<file path="src/hdl/ptok_pkg.sv">
// Shared types and constants for the plotter command tokenizer.
package ptok_pkg;

    localparam int MAX_ARGS_DEFAULT = 16;
    localparam int QUEUE_DEPTH      = 4;

    localparam logic [7:0] CH_SEMI  = 8'h3B;
    localparam logic [7:0] CH_COMMA = 8'h2C;
    localparam logic [7:0] CH_ZERO  = 8'h30;
    localparam logic [7:0] CH_NINE  = 8'h39;
    localparam logic [7:0] CH_SPACE = 8'h20;
    localparam logic [7:0] CH_TAB   = 8'h09;
    localparam logic [7:0] CH_CR    = 8'h0D;
    localparam logic [7:0] CH_LF    = 8'h0A;

    localparam logic [15:0] ARG_MAX_VALUE = 16'hFFFF;

    // Result kinds as they appear on the output channel.
    localparam logic [1:0] KIND_ARG = 2'd0;
    localparam logic [1:0] KIND_END = 2'd1;
    localparam logic [1:0] KIND_ERR = 2'd2;

    typedef enum logic [1:0] {
        PH_FIRST,
        PH_SECOND,
        PH_ARGS
    } phase_t;

    // Everything one input byte produces: an optional argument result
    // followed by an optional end or error result.
    typedef struct packed {
        logic        has_arg;
        logic [1:0]  arg_kind;
        logic [3:0]  arg_idx;
        logic [15:0] arg_value;
        logic        has_tail;
        logic [1:0]  tail_kind;
        logic [3:0]  tail_idx;
        logic [4:0]  total;
        logic [7:0]  first;
        logic [7:0]  second;
    } job_t;

endpackage

</file>
<file path="src/hdl/ptok_if.sv">
// Channel interfaces: received bytes in, tokens out.
interface ptok_byte_if;
    logic       valid;
    logic       ready;
    logic [7:0] in_byte;

    modport source (output valid, output in_byte, input ready);
    modport sink   (input valid, input in_byte, output ready);
endinterface

interface ptok_token_if;
    logic        valid;
    logic        ready;
    logic [1:0]  kind;
    logic [7:0]  mnemonic_first;
    logic [7:0]  mnemonic_second;
    logic [3:0]  arg_index;
    logic [15:0] arg_value;
    logic [4:0]  arg_total;
    logic        last_of_run;

    modport source (output valid, output kind, output mnemonic_first,
                    output mnemonic_second, output arg_index, output arg_value,
                    output arg_total, output last_of_run, input ready);
    modport sink   (input valid, input kind, input mnemonic_first,
                    input mnemonic_second, input arg_index, input arg_value,
                    input arg_total, input last_of_run, output ready);
endinterface

</file>
<file path="src/hdl/ptok_front.sv">
// Front end: classifies each byte, tracks the command state, builds jobs.
module ptok_front #(
    parameter int MAX_ARGS = ptok_pkg::MAX_ARGS_DEFAULT
) (
    input  logic               clk,
    input  logic               rst_n,
    ptok_byte_if.sink          char_ch,
    input  logic               q_full,
    output logic               job_valid,
    output ptok_pkg::job_t     job
);
    import ptok_pkg::*;

    localparam int CW = $clog2(MAX_ARGS + 1);

    phase_t          phase_reg, phase_next;
    logic [7:0]      first_reg, first_next;
    logic [7:0]      second_reg, second_next;
    logic [15:0]     acc_reg, acc_next;
    logic            innum_reg, innum_next;
    logic [CW-1:0]   count_reg, count_next;

    logic            accept;
    logic [7:0]      b;
    logic            is_digit;
    logic            is_space;
    logic [20:0]     acc_mul;
    logic [31:0]     count_ext;
    logic [31:0]     count_next_ext;
    logic            has_arg;
    logic [1:0]      arg_kind;
    logic            has_tail;
    logic [1:0]      tail_kind;
    logic            tail_is_err;

    assign char_ch.ready = !q_full;
    assign accept        = char_ch.valid && char_ch.ready;
    assign b             = char_ch.in_byte;
    assign is_digit      = (b >= CH_ZERO) && (b <= CH_NINE);
    assign is_space      = (b == CH_SPACE) || (b == CH_TAB) || (b == CH_CR) || (b == CH_LF);
    // acc * 10 + digit, as acc*8 + acc*2 + digit.
    assign acc_mul       = {2'b00, acc_reg, 3'b000} + {4'b0000, acc_reg, 1'b0}
                         + {17'd0, b[3:0] - CH_ZERO[3:0]};
    assign count_ext      = 32'(count_reg);
    assign count_next_ext = 32'(count_next);

    always_ff @(posedge clk or negedge rst_n)
    begin
        if (!rst_n)
        begin
            phase_reg  <= PH_FIRST;
            first_reg  <= '0;
            second_reg <= '0;
            acc_reg    <= '0;
            innum_reg  <= 1'b0;
            count_reg  <= '0;
        end
        else
        begin
            phase_reg  <= phase_next;
            first_reg  <= first_next;
            second_reg <= second_next;
            acc_reg    <= acc_next;
            innum_reg  <= innum_next;
            count_reg  <= count_next;
        end
    end

    always_comb
    begin
        phase_next  = phase_reg;
        first_next  = first_reg;
        second_next = second_reg;
        acc_next    = acc_reg;
        innum_next  = innum_reg;
        count_next  = count_reg;
        has_arg     = 1'b0;
        arg_kind    = KIND_ARG;
        has_tail    = 1'b0;
        tail_kind   = KIND_END;
        tail_is_err = 1'b0;
        if (accept)
        begin
            unique case (phase_reg)
                PH_FIRST:
                begin
                    if (!is_space)
                    begin
                        first_next  = b;
                        second_next = '0;
                        acc_next    = '0;
                        innum_next  = 1'b0;
                        count_next  = '0;
                        phase_next  = PH_SECOND;
                    end
                end
                PH_SECOND:
                begin
                    second_next = b;
                    phase_next  = PH_ARGS;
                end
                PH_ARGS:
                begin
                    if (is_digit)
                    begin
                        acc_next   = (acc_mul > 21'(ARG_MAX_VALUE)) ? ARG_MAX_VALUE
                                                                   : acc_mul[15:0];
                        innum_next = 1'b1;
                    end
                    else
                    begin
                        // Any non-digit closes a pending number first.
                        if (innum_reg)
                        begin
                            has_arg    = 1'b1;
                            innum_next = 1'b0;
                            acc_next   = '0;
                            if (count_reg < CW'(MAX_ARGS))
                            begin
                                count_next = count_reg + CW'(1);
                            end
                            else
                            begin
                                arg_kind = KIND_ERR;
                            end
                        end
                        if (b == CH_SEMI)
                        begin
                            has_tail   = 1'b1;
                            tail_kind  = KIND_END;
                            phase_next = PH_FIRST;
                        end
                        else if (!is_space && (b != CH_COMMA))
                        begin
                            has_tail    = 1'b1;
                            tail_kind   = KIND_ERR;
                            tail_is_err = 1'b1;
                        end
                    end
                end
                default:
                begin
                    phase_next = PH_FIRST;
                end
            endcase
        end
    end

    assign job_valid = has_arg || has_tail;

    always_comb
    begin
        job.has_arg   = has_arg;
        job.arg_kind  = arg_kind;
        job.arg_idx   = count_ext[3:0];
        job.arg_value = acc_reg;
        job.has_tail  = has_tail;
        job.tail_kind = tail_kind;
        job.tail_idx  = tail_is_err ? count_next_ext[3:0] : 4'd0;
        job.total     = count_next_ext[4:0];
        job.first     = first_reg;
        job.second    = second_reg;
    end

endmodule

</file>
<file path="src/hdl/ptok_queue.sv">
// Small job queue between the front end and the result sequencer.
module ptok_queue (
    input  logic           clk,
    input  logic           rst_n,
    input  logic           push,
    input  ptok_pkg::job_t push_job,
    input  logic           pop,
    output logic           full,
    output logic           head_valid,
    output ptok_pkg::job_t head_job
);
    import ptok_pkg::*;

    localparam int AW = $clog2(QUEUE_DEPTH);

    job_t          slot_reg [QUEUE_DEPTH];
    logic [AW-1:0] wr_ptr_reg, wr_ptr_next;
    logic [AW-1:0] rd_ptr_reg, rd_ptr_next;
    logic [AW:0]   count_reg, count_next;
    logic          do_push;
    logic          do_pop;

    assign full       = (count_reg == (AW+1)'(QUEUE_DEPTH));
    assign head_valid = (count_reg != '0);
    assign head_job   = slot_reg[rd_ptr_reg];
    assign do_push    = push && !full;
    assign do_pop     = pop && head_valid;

    always_comb
    begin
        wr_ptr_next = do_push ? wr_ptr_reg + AW'(1) : wr_ptr_reg;
        rd_ptr_next = do_pop ? rd_ptr_reg + AW'(1) : rd_ptr_reg;
        count_next  = count_reg;
        if (do_push && !do_pop)
        begin
            count_next = count_reg + (AW+1)'(1);
        end
        else if (do_pop && !do_push)
        begin
            count_next = count_reg - (AW+1)'(1);
        end
    end

    always_ff @(posedge clk or negedge rst_n)
    begin
        if (!rst_n)
        begin
            wr_ptr_reg <= '0;
            rd_ptr_reg <= '0;
            count_reg  <= '0;
        end
        else
        begin
            wr_ptr_reg <= wr_ptr_next;
            rd_ptr_reg <= rd_ptr_next;
            count_reg  <= count_next;
        end
    end

    always_ff @(posedge clk)
    begin
        if (do_push)
        begin
            slot_reg[wr_ptr_reg] <= push_job;
        end
    end

endmodule

</file>
<file path="src/hdl/ptok_back.sv">
// Back end: expands each job into one or two token beats on the output register.
module ptok_back (
    input  logic           clk,
    input  logic           rst_n,
    input  logic           head_valid,
    input  ptok_pkg::job_t head_job,
    output logic           pop,
    ptok_token_if.source   token_ch
);
    import ptok_pkg::*;

    logic        out_valid_reg, out_valid_next;
    logic        tail_pend_reg, tail_pend_next;
    job_t        held_reg, held_next;
    logic [1:0]  kind_reg, kind_next;
    logic [7:0]  first_reg, first_next;
    logic [7:0]  second_reg, second_next;
    logic [3:0]  idx_reg, idx_next;
    logic [15:0] value_reg, value_next;
    logic [4:0]  total_reg, total_next;
    logic        last_reg, last_next;
    logic        can_load;

    assign can_load = !out_valid_reg || token_ch.ready;
    assign pop      = can_load && !tail_pend_reg && head_valid;

    always_comb
    begin
        out_valid_next = out_valid_reg;
        tail_pend_next = tail_pend_reg;
        held_next      = held_reg;
        kind_next      = kind_reg;
        first_next     = first_reg;
        second_next    = second_reg;
        idx_next       = idx_reg;
        value_next     = value_reg;
        total_next     = total_reg;
        last_next      = last_reg;
        if (can_load)
        begin
            priority if (tail_pend_reg)
            begin
                out_valid_next = 1'b1;
                tail_pend_next = 1'b0;
                kind_next      = held_reg.tail_kind;
                first_next     = held_reg.first;
                second_next    = held_reg.second;
                idx_next       = held_reg.tail_idx;
                value_next     = '0;
                total_next     = held_reg.total;
                last_next      = 1'b1;
            end
            else if (head_valid)
            begin
                out_valid_next = 1'b1;
                first_next     = head_job.first;
                second_next    = head_job.second;
                total_next     = head_job.total;
                if (head_job.has_arg)
                begin
                    kind_next      = head_job.arg_kind;
                    idx_next       = head_job.arg_idx;
                    value_next     = head_job.arg_value;
                    last_next      = !head_job.has_tail;
                    tail_pend_next = head_job.has_tail;
                    held_next      = head_job;
                end
                else
                begin
                    kind_next  = head_job.tail_kind;
                    idx_next   = head_job.tail_idx;
                    value_next = '0;
                    last_next  = 1'b1;
                end
            end
            else
            begin
                out_valid_next = 1'b0;
            end
        end
    end

    always_ff @(posedge clk or negedge rst_n)
    begin
        if (!rst_n)
        begin
            out_valid_reg <= 1'b0;
            tail_pend_reg <= 1'b0;
        end
        else
        begin
            out_valid_reg <= out_valid_next;
            tail_pend_reg <= tail_pend_next;
        end
    end

    always_ff @(posedge clk)
    begin
        held_reg   <= held_next;
        kind_reg   <= kind_next;
        first_reg  <= first_next;
        second_reg <= second_next;
        idx_reg    <= idx_next;
        value_reg  <= value_next;
        total_reg  <= total_next;
        last_reg   <= last_next;
    end

    assign token_ch.valid           = out_valid_reg;
    assign token_ch.kind            = kind_reg;
    assign token_ch.mnemonic_first  = first_reg;
    assign token_ch.mnemonic_second = second_reg;
    assign token_ch.arg_index       = idx_reg;
    assign token_ch.arg_value       = value_reg;
    assign token_ch.arg_total       = total_reg;
    assign token_ch.last_of_run     = last_reg;

`ifndef SYNTHESIS
    // A second result is only ever queued behind a beat already on the output.
    a_tail_behind_beat: assert property (@(posedge clk) disable iff (!rst_n)
        tail_pend_reg |-> out_valid_reg)
        else $error("tail pending without an output beat");

    // The first of a pair is an argument result, never an end of command.
    a_pair_head_kind: assert property (@(posedge clk) disable iff (!rst_n)
        tail_pend_reg |-> (kind_reg != KIND_END))
        else $error("end of command beat ahead of a pending tail");

    // A beat that is not the last of its byte always has its partner waiting.
    a_not_last_has_tail: assert property (@(posedge clk) disable iff (!rst_n)
        (out_valid_reg && !last_reg) |-> tail_pend_reg)
        else $error("non-final beat with no pending tail");

    // No new job is taken while the second half of a pair is outstanding.
    a_no_pop_in_pair: assert property (@(posedge clk) disable iff (!rst_n)
        tail_pend_reg |-> !pop)
        else $error("queue popped during a result pair");
`endif

endmodule

</file>
<file path="src/hdl/plotter_command_tokenizer.sv">
// Plotter command tokenizer top level: byte channel in, token channel out.
//
// The char_ch channel takes one received ASCII byte per beat. A command is two
// mnemonic bytes, comma-separated unsigned decimal arguments and a closing
// semicolon; whitespace is skipped. The token_ch channel gives one beat per
// result: a completed argument, an end of command, or an error for a dropped
// byte or an argument beyond MAX_ARGS. last_of_run marks the final beat that
// a byte causes.
// A byte is accepted every cycle while the four-entry job queue has room. The
// first result of a byte passes through the job queue and the output register
// before it is valid on token_ch. A byte that yields two results holds the
// output register for both beats, so a sustained stream of such bytes is
// limited by the single output register.
// When the receiver stalls, the output beat holds and the queue absorbs up to
// four jobs before char_ch.ready drops. Reset clears the command state, the
// queue and the output valid flag; the block waits for a first mnemonic byte.
module plotter_command_tokenizer #(
    parameter int MAX_ARGS = ptok_pkg::MAX_ARGS_DEFAULT
) (
    input  logic         clk,
    input  logic         rst_n,
    ptok_byte_if.sink    char_ch,
    ptok_token_if.source token_ch
);
    import ptok_pkg::*;

    logic job_valid;
    job_t job;
    logic q_full;
    logic q_pop;
    logic head_valid;
    job_t head_job;

    ptok_front #(
        .MAX_ARGS (MAX_ARGS)
    ) u_front (
        .clk       (clk),
        .rst_n     (rst_n),
        .char_ch   (char_ch),
        .q_full    (q_full),
        .job_valid (job_valid),
        .job       (job)
    );

    ptok_queue u_queue (
        .clk        (clk),
        .rst_n      (rst_n),
        .push       (job_valid),
        .push_job   (job),
        .pop        (q_pop),
        .full       (q_full),
        .head_valid (head_valid),
        .head_job   (head_job)
    );

    ptok_back u_back (
        .clk        (clk),
        .rst_n      (rst_n),
        .head_valid (head_valid),
        .head_job   (head_job),
        .pop        (q_pop),
        .token_ch   (token_ch)
    );

endmodule

</file>
<file path="src/flat_wrapper.sv">
// flat-port wrapper written by rule: the top's interface ports become plain ports
module plotter_command_tokenizer_flat import ptok_pkg::*;
#(
    parameter int MAX_ARGS = ptok_pkg::MAX_ARGS_DEFAULT
)
  (clk, rst_n, char_ch_valid, char_ch_in_byte, char_ch_ready, token_ch_valid, token_ch_kind, token_ch_mnemonic_first, token_ch_mnemonic_second, token_ch_arg_index, token_ch_arg_value, token_ch_arg_total, token_ch_last_of_run, token_ch_ready);
  ptok_byte_if char_ch_i ();
  ptok_token_if token_ch_i ();
  input  logic clk;
  input  logic rst_n;
  input wire logic [$bits(char_ch_i.valid)-1:0] char_ch_valid;
  input wire logic [$bits(char_ch_i.in_byte)-1:0] char_ch_in_byte;
  output wire logic [$bits(char_ch_i.ready)-1:0] char_ch_ready;
  output wire logic [$bits(token_ch_i.valid)-1:0] token_ch_valid;
  output wire logic [$bits(token_ch_i.kind)-1:0] token_ch_kind;
  output wire logic [$bits(token_ch_i.mnemonic_first)-1:0] token_ch_mnemonic_first;
  output wire logic [$bits(token_ch_i.mnemonic_second)-1:0] token_ch_mnemonic_second;
  output wire logic [$bits(token_ch_i.arg_index)-1:0] token_ch_arg_index;
  output wire logic [$bits(token_ch_i.arg_value)-1:0] token_ch_arg_value;
  output wire logic [$bits(token_ch_i.arg_total)-1:0] token_ch_arg_total;
  output wire logic [$bits(token_ch_i.last_of_run)-1:0] token_ch_last_of_run;
  input wire logic [$bits(token_ch_i.ready)-1:0] token_ch_ready;
  assign char_ch_i.valid = char_ch_valid;
  assign char_ch_i.in_byte = char_ch_in_byte;
  assign char_ch_ready = char_ch_i.ready;
  assign token_ch_valid = token_ch_i.valid;
  assign token_ch_kind = token_ch_i.kind;
  assign token_ch_mnemonic_first = token_ch_i.mnemonic_first;
  assign token_ch_mnemonic_second = token_ch_i.mnemonic_second;
  assign token_ch_arg_index = token_ch_i.arg_index;
  assign token_ch_arg_value = token_ch_i.arg_value;
  assign token_ch_arg_total = token_ch_i.arg_total;
  assign token_ch_last_of_run = token_ch_i.last_of_run;
  assign token_ch_i.ready = token_ch_ready;
  plotter_command_tokenizer #(.MAX_ARGS(MAX_ARGS)) u_core (.clk(clk), .rst_n(rst_n), .char_ch(char_ch_i), .token_ch(token_ch_i));
endmodule
</file>
<file path="config.mk">
export PLATFORM = sky130hd
export DESIGN_NAME = plotter_command_tokenizer_flat
export DESIGN_NICKNAME = d
export VERILOG_FILES = /design/src/hdl/ptok_pkg.sv /design/src/hdl/ptok_if.sv /design/src/hdl/ptok_front.sv /design/src/hdl/ptok_queue.sv /design/src/hdl/ptok_back.sv /design/src/hdl/plotter_command_tokenizer.sv /design/src/flat_wrapper.sv
export SDC_FILE = /design/constraint.sdc
export NUM_CORES = 1
export LEC_CHECK = 0
export BUFFER_PORTS_ARGS = -buffer_cell sky130_fd_sc_hd__buf_2
export CAP_MARGIN = 40
export CORE_ASPECT_RATIO = 1.75
export CORE_MARGIN = 2
export CORE_UTILIZATION = 45
export CTS_BUF_LIST = sky130_fd_sc_hd__clkbuf_8
export DETAILED_ROUTE_END_ITERATION = 10
export GPL_ROUTABILITY_DRIVEN = 0
export PLACE_DENSITY = 0.61
export SYNTH_ARGS = -nofsm -noshare
export SYNTH_HDL_FRONTEND = slang
export SYNTH_SLANG_ARGS = --single-unit
</file>
<file path="constraint.sdc">
create_clock -name clk -period 9.1 [get_ports clk]
set_clock_uncertainty 0.1 [all_clocks]
set_input_delay 1.82 -clock clk [delete_from_list [all_inputs] [get_ports clk]]
set_output_delay 1.82 -clock clk [all_outputs]
set_load 0.02 [all_outputs]
</file>
==> Word-level counts from Yosys, hierarchy flattened <==
Memories as Yosys holds them, arrays and structs flattened.
Cells that the tools add are included.
{ "totals": {"regBits": 120, "ramBits": 204, "input_bits": 12, "out_inout_bits": 46, "elab_cells": 153, "n_memories": 1} }
{ "mem_list": {"columns": ["name", "words", "word_bits", "read_ports", "rd_ports_with_merged_regs", "wr", "line_no", "rtl"], "rows": [
  ["u_core.u_queue.slot_reg", 4, 51, 1, 0, 1, "ptok_queue.sv:16", "job_t slot_reg [QUEUE_DEPTH];"]
]} }
{ "op_classes": {"addsub": 7, "order_cmp": 4, "eq_ne": 13, "n_mux": 69, "bitwise_logic": 2, "n_reduce_logical": 34} }
{ "ops": {"columns": ["op", "count"], "rows": [
  ["two-way mux 16 bit", 6],
  ["two-way mux 8 bit", 5],
  ["two-way mux 5 bit", 7],
  ["two-way mux 2 bit", 16],
  ["case mux 16 bit (2 select lines)", 1],
  ["== test 8 x 4 -> 1 bit, second input constant", 3],
  ["two-way mux 1 bit", 24],
  ["adder 20 x 4 -> 21 bit", 1],
  ["> comparator 21 x 16 -> 1 bit, second input constant", 1],
  ["adder 19 x 17 -> 20 bit", 1],
  ["== test 8 x 6 -> 1 bit, second input constant", 2],
  ["two-way mux 4 bit", 4],
  ["case mux 8 bit (2 select lines)", 1],
  ["AND reduction 4 bit", 3],
  ["case mux 5 bit (2 select lines)", 1],
  ["logical AND 1 bit", 9],
  ["AND reduction 3 bit", 3],
  [">= comparator 8 x 6 -> 1 bit, second input constant", 1],
  ["<= comparator 8 x 6 -> 1 bit, second input constant", 1],
  ["!= test 8 x 6 -> 1 bit, second input constant", 1],
  ["nonzero test 2 bit", 4],
  ["logical NOT 1 bit", 7],
  ["two-way mux 3 bit", 2],
  ["!= test 2 bit, second input constant", 3],
  ["16 further kinds", 22]
]} }

==> Depth between registers and ports, before layout <==
Gate-level depths: netlist of run 1.
{ "depth": {"ltp_word": 17, "mapped_depth": 12, "ltp_nobuf": 12} }

==> By module <==
Synthesis of run 1 repeated with hierarchy kept, for this count alone.
{ "unflattened": {"cells_unflattened": 775, "area_unflattened_um2": 13729.4} }
{ "by_module_without_submodules": {"columns": ["mod", "instances", "cells_each", "area_per_inst_um2", "seq_area_each_um2"], "rows": [
  ["ptok_queue", 1, 302, 7847.5, 6301.0],
  ["ptok_front", 1, 328, 3014.1, 1001.0],
  ["ptok_back", 1, 145, 2867.8, 2182.1]
]} }

==> Worst setup path after synthesis of run 1 <==
Ideal clock, no wire load.
{ "synth_timing": {"kind": "input to register", "from": "input char_ch_in_byte[3]", "to": "register u_core.u_front.acc_reg[11]", "setup_ps": 126, "arrival_time_ps": 4619, "required_ps": 8874, "slack_ps": 4255, "stages": 10, "path_buffers": 1, "path_cell_list": "fa_1 fa_1 a211oi_2 o211ai_2 a221oi_4 mux2_2 a311oi_2 a21boi_2 buf_6 a221o_1"} }
{ "synth_between": {"elab_chain_len": 6, "word_cells_on_any_way": 18, "cone_classes": "1 x add/sub; 3 x order compare; 6 x eq/ne; 3 x mux; 5 x reduce/logical"} }
{ "synth_rtl": {"columns": ["element", "line_no", "rtl"], "rows": [
  ["start: declaration", "flat_wrapper.sv:12", "input wire logic [$bits(char_ch_i.in_byte)-1:0] char_ch_in_byte;"],
  ["parallel branches: the longest is 6 deep, another holds adder 20 x 4 -> 21 bit", null, null],
  ["end signal: assignment", "ptok_front.sv:63", "acc_reg <= acc_next;"],
  ["end: declaration", "ptok_front.sv:19", "logic [15:0] acc_reg, acc_next;"]
]} }
Several ways; the timed one is not identified.
A chain may end at the register's enable or synchronous reset.

==> Worst setup path after layout of run 1 <==
{ "layout_timing": {"from": "input char_ch_in_byte[3]", "to": "register u_core.u_front.acc_reg[4]"} }
The elaborated chain is that of the path after synthesis.

==> key figures, run 1 <==
Worst setup path
  – Critical path type: in2reg
  – Crit-path cells: buf_2 -> fa_1 -> fa_1 -> a211oi_2 -> o211ai_2 -> a221oi_4 -> mux2_2 -> a311oi_2 -> a21boi_2 -> a221o_2
  – CP bufs+invs: 1
  – Critical path's top delay family: compound AO/OA/AOI/OAI gates
  – Max Fanout on Critical Path: 16
  – Required @ worst endpoint: 9430 ps
  – CP Launch Type: input port
  – Worst path slowest cell: fa_1
  – Crit-path most repeated cell: fa_1
  – Critical Path AT: 5060 ps
  – Setup crit end kind: flip-flop
  – CP max stage delay: 560 ps

Synth
  – XOR/XNOR Fraction of Synth Area: 1.21%
  – Mapped cell area: 13000 µm²
  – Post-synth top cells: edfxtp_1, mux4_2, dfrtp_1
  – Main flop type after synthesis: edfxtp_1
  – Largest area contributor in the netlist: edfxtp_1
  – Dominant cells by area after synthesis: edfxtp_1, dfrtp_1, mux4_2
  – Mapped Cells: 694
  – Synth Area in Compound Gates: 5.88%
  – Synth cell types: 60
  – Warnings, synthesis: 0
  – Post-synth EDFFs: 271
  – Synth Area per Inst: 18.7 µm²
  – Mux share of post-synthesis cell area: 11.8%
  – Simple-gate share of the synthesized area: 3.81%
  – Adder-cell share of the synthesized area: 4.02%
  – Yosys reg bits: 320
  – Synth async-reset ratio: 15.3%
  – Largest family of logic cells by synthesized area: multiplexers
  – Share of the synthesized area in the top cell type: 62.6%
  – Seq/Total Area, Yosys: 72.1%
  – Most frequent cell after synthesis: edfxtp_1
  – Mapped Nets: 746

Routing
  – Iter 0 DRT Violations: 298
  – Number of remaining DRC errors: 0
  – First-pass iteration count of the detailed router: 4
  – Highest routed layer: met5
  – Met3 Wirelength: 956 µm
  – Via density: 5.47
  – Post-route ant nets: 0
  – Post-DR wirelength/cell: 21.0 µm
  – WL met1: 9200 µm
  – Detailed Route WL: 25100 µm
  – DR vias: 6542
  – DR WL met2: 14300 µm

Die
  – # IOs: 58
  – Die H: 229 µm
  – Die Footprint: 30300 µm²
  – Core footprint: 28500 µm²
  – Cell row count: 82
  – Die width: 132 µm
  – Initial Utilization: 45.6%

STA
  – Peak Freq: 0.211 GHz
  – Final critical-path required period: 4730 ps
  – Final hold violation count: 0
  – Setup-failing EPs final: 0
  – RSZ-0062 raised after global routing: no
  – Setup TNS: 0 ps
  – Relative slew slack: 43.9%
  – Tcrit/Tclk final: 52.0%
  – Worst slew pin tran: 834 ps
  – Final Max Slew Viols: 0

Global route
  – Initial antenna violation count: 1
  – First-pass GRT wire length: 39200 µm
  – Vias in the first global route: 7155
  – Total gr overflow: 0
  – Largest net degree at the start of global routing: 51
  – All-Layer GR Usage: 16.8%

Layout
  – Max FFs per register: 200
  – Share of layout cells above drive strength 1: 28.6%
  – Area Overhead vs Synth: 12.4%
  – Nets: 836

CTS
  – CTS Buffer Depth: 3
  – Hold-fix buffers at CTS: 0
  – CTS tree: done
  – CTS resizes: 0
  – Clk sinks: 320
  – Reg clk slew, reported paths: 70 ps
  – Clock Latency Late Sink: 550 ps
  – Clock Root Buffer: clkbuf_8
  – Setup repair bufs after CTS: 0
  – CTS Buf Count: 44
  – H-tree Lvls: 2

Pwr
  – Power Total: 4.32 mW
  – Cell area power density: 296 nW/µm²
  – Peak supply drop: 0.127 mV
  – Leak: 5.42 nW

Placement
  – DP HPWL: 15500 µm
  – Buffers on Ports: 57

Flow run
  – MaxCap Viol Count: 0

Hold path
  – Path type of the worst min-delay path: reg2reg

Outcome
  – Status: finished clean
## worst paths after layout
path / start / endpoint / depth (start not counted) / slack (ps)
setup / recovery: char_ch_in_byte[3] / u_core.u_front.acc_reg[4] / 10 / 4370
hold / removal: u_core.u_front.innum_reg / u_core.u_front.innum_reg / 1 / 380
setup reg to reg: u_core.u_front.acc_reg[0] / u_core.u_front.acc_reg[4] / 9 / 5360
hold reg to reg: u_core.u_front.innum_reg / u_core.u_front.innum_reg / 1 / 380
max in group asynchronous: rst_n / u_core.u_queue.rd_ptr_reg[0] / 2 / 7070
min in group asynchronous: rst_n / u_core.u_front.first_reg[2] / 2 / 1290
## stage by stage
| stage | setup WS [ps] | instances | utilization, % | hold WS [ps] | instance area, µm² |
|---|---|---|---|---|---|
| 3_5_place_dp | 3810 | 1116 | 48.2 | 367 | 13700 |
| 5_1_grt | 4260 | 1195 | 51.2 | 386 | 14600 |
| 4_1_cts | 4390 | 1195 | 51.2 | 384 | 14600 |
| 3_3_place_gp | 3900 | 1114 | 48.1 | 362 | 13700 |
| 6_report | 4370 | 1196 | 51.2 | 384 | 14600 |
| 2_1_floorplan | 4260 | 694 | - | 350 | 13000 |
## metal layers
metal	up-vias	track usage, %
met2	153	32.7
met4	2	6.52
met5	-	0
li1	2967	-
met3	47	2.86
met1	3373	17.8
## worst reg2reg max path, delay by kind of cell (launching register included)
kind | cells | cell delay [ps]
AO/OA/AOI/OAI | 6 | 1600
flip-flops | 1 | 460
adder cells (fa/ha/maj) | 2 | 1060
multiplexers | 1 | 390
## cell families after synthesis
family          Yosys count
simple gates             94
compound gates           98
xor+xnor                 18
buf+inv                  37
flops                   320
fa+ha+maj                40
mux                      87
## placed cells by master (no fill, tap or decap), types with 9 or more instances in the layout
cell / instances
a21oi_1: 12
a221o_1: 11
a22o_1: 9
buf_2: 59
buf_4: 9
clkbuf_8: 50
dfrtp_1: 47
edfxtp_1: 271
ha_1: 37
inv_1: 26
mux2_2: 31
mux4_2: 50
nand2_1: 21
nor2_1: 19
nor2b_1: 20
o21ai_0: 23
xnor2_1: 10
## final cells by class
| class | count | area (µm²) |
|---|---|---|
| fillers | 2374 | 13900 |
| flip-flops and latches | 320 | 9370 |
| multi-input cells | 337 | 3490 |
| clock buffers | 50 | 688 |
| well taps | 378 | 473 |
| repair buffers | 68 | 363 |
| clock inverters | 29 | 175 |
| inverters | 13 | 48.8 |
| diodes | 1 | 2.50 |
## report_power, final
part           switching, mW  internal, mW
Sequential             0.143          2.00
Clock                  0.515         0.561
Combinational          0.629         0.476
Total                   1.29          3.03
Power figures use the tool's default switching activity.
==> run 2: changes to the inputs <==
- PLACE_DENSITY: 0.61 -> 0.64
- clock period: 9.1 -> 3.9 ns (I/O delays scaled with it)
==> key figures, run 2 (synthesis results as in run 1) <==
Routing
  – Iter 0 DRT Violations: 412
  – Post-DR wirelength/cell: 21.1 µm
  – Number of remaining DRC errors: 0
  – Via density: 5.47
  – DR vias: 6612
  – Post-route ant nets: 0
  – First-pass iteration count of the detailed router: 5
  – Detailed Route WL: 25600 µm

Layout
  – Most frequent cells in the layout: edfxtp_1, buf_2, clkbuf_8, mux4_2, dfrtp_1
  – Most common cell after layout, fill and taps aside: edfxtp_1
  – Share of layout cells above drive strength 1: 30.2%
  – Max FFs per register: 200
  – Final Util: 52.0%
  – Area Overhead vs Synth: 14.1%
  – Nets: 851

Placement
  – DP HPWL: 16700 µm
  – Buffers on Ports: 57

CTS
  – CTS Buffer Depth: 3
  – H-tree Lvls: 2
  – CTS resizes: 0
  – Clock Root Buffer: clkbuf_8
  – CTS tree: done
  – Clock Latency Late Sink: 550 ps
  – CTS Buf Count: 43
  – Reg clk slew, reported paths: 60 ps
  – Hold-fix buffers at CTS: 0
  – Setup repair bufs after CTS: 0
  – Clk sinks: 320

Flow run
  – MaxCap Viol Count: 0

Worst setup path
  – Critical Path AT: 4030 ps
  – CP Launch Type: flip-flop
  – R2r setup slk: 200 ps
  – CP max stage delay: 550 ps
  – Crit. Startpoint: u_core.u_front.acc_reg[0]
  – Setup crit end kind: flip-flop
  – Crit-path cells: fa_1 -> fa_1 -> a211oi_2 -> o211ai_2 -> a221oi_4 -> mux2_2 -> a311oi_2 -> a21boi_2 -> a221o_2
  – Reg2reg path depth: 9
  – Required @ worst endpoint: 4230 ps
  – Max Fanout on Critical Path: 16
  – FF-to-FF Start: u_core.u_front.acc_reg[0]
  – Critical path type: reg2reg
  – Crit-path most repeated cell: fa_1
  – Worst path slowest cell: fa_1
  – Crit path capture: u_core.u_front.acc_reg[3]
  – R2R Path End: u_core.u_front.acc_reg[3]

Pwr
  – Power Total: 10.2 mW
  – Peak supply drop: 0.313 mV
  – Leak: 5.52 nW
  – Cell area power density: 690 nW/µm²

STA
  – Peak Freq: 0.270 GHz
  – Tcrit/Tclk final: 95.0%
  – Relative slew slack: 47.9%
  – Worst slew pin tran: 773 ps
  – Final critical-path required period: 3700 ps
  – Setup-failing EPs final: 0
  – RSZ-0062 raised after global routing: no
  – Final hold slack: 90.5 ps
  – Final hold violation count: 0
  – Final Max Slew Viols: 0

Global route
  – First-pass GRT wire length: 40300 µm
  – Vias in the first global route: 7410
  – All-Layer GR Usage: 17.3%
  – Total gr overflow: 0
  – Largest net degree at the start of global routing: 51
  – Initial antenna violation count: 1

Die
  – Die width: 132 µm
  – Core footprint: 28500 µm²
  – Die H: 229 µm
  – # IOs: 58
  – Initial Utilization: 45.6%
  – Cell row count: 82
  – Die Footprint: 30300 µm²

Hold path
  – Path type of the worst min-delay path: in2async

Outcome
  – Status: finished clean
[run 2: changes by cell type in the layout (fill, tap and decap cells not counted), sizes merged]
cell and change:
inv -4, clkinv -3, clkbuf +3, buf +16, bufinv +1
[run 2: worst min-delay path by stage]
stage | from | to | cells past startpoint
floorplan | u_core.u_front.innum_reg | u_core.u_front.innum_reg | 1
global placement | u_core.u_front.innum_reg | u_core.u_front.innum_reg | 1
detailed placement | u_core.u_front.innum_reg | u_core.u_front.innum_reg | 1
CTS | rst_n | u_core.u_front.first_reg[0] | 2
global route | rst_n | u_core.u_front.first_reg[2] | 2
finish | rst_n | u_core.u_front.first_reg[5] | 2
[run 2: critical path, delay by kind of cell, from the launching register on]
kind / cells / cell delay [ps]
fa+ha+maj: 2 / 1030
flops: 1 / 480
compound gates: 6 / 1600
mux: 1 / 380
[run 2: per-layer routing]
layer	global-route usage (%)	part of all wire (%)
met2	34.5	59
met1	17.8	35
met3	2.17	3.3
met4	7.06	2.7
met5	0	0
[run 2: final cells by class]
type                            instances  area, µm²
Fill cell                            2332      13700
Sequential cell                       320       9370
Multi-Input combinational cell        337       3490
Clock buffer                           53        729
Timing Repair Buffer                   84        538
Tap cell                              378        473
Clock inverter                         23        171
Inverter                               13       48.8
Antenna cell                            1       2.50
[run 2: through the flow]
stage / TNS [ps] / cells / area, µm² / setup slack [ps]
floorplan: 0 / 694 / 13000 / 95.1
global placement: -1060 / 1130 / 13900 / -89.7
global route: 0 / 1209 / 14800 / 99.7
detailed placement: -2090 / 1132 / 13900 / -168
CTS: 0 / 1208 / 14800 / 228
finish: 0 / 1209 / 14800 / 196
[run 2: power by group]
| part | total, mW | switching [mW] | leakage [nW] | internal, mW |
|---|---|---|---|---|
| Combinational | 2.64 | 1.49 | 1.86 | 1.15 |
| Sequential | 4.99 | 0.331 | 3.15 | 4.66 |
| Clock | 2.61 | 1.18 | 0.508 | 1.42 |
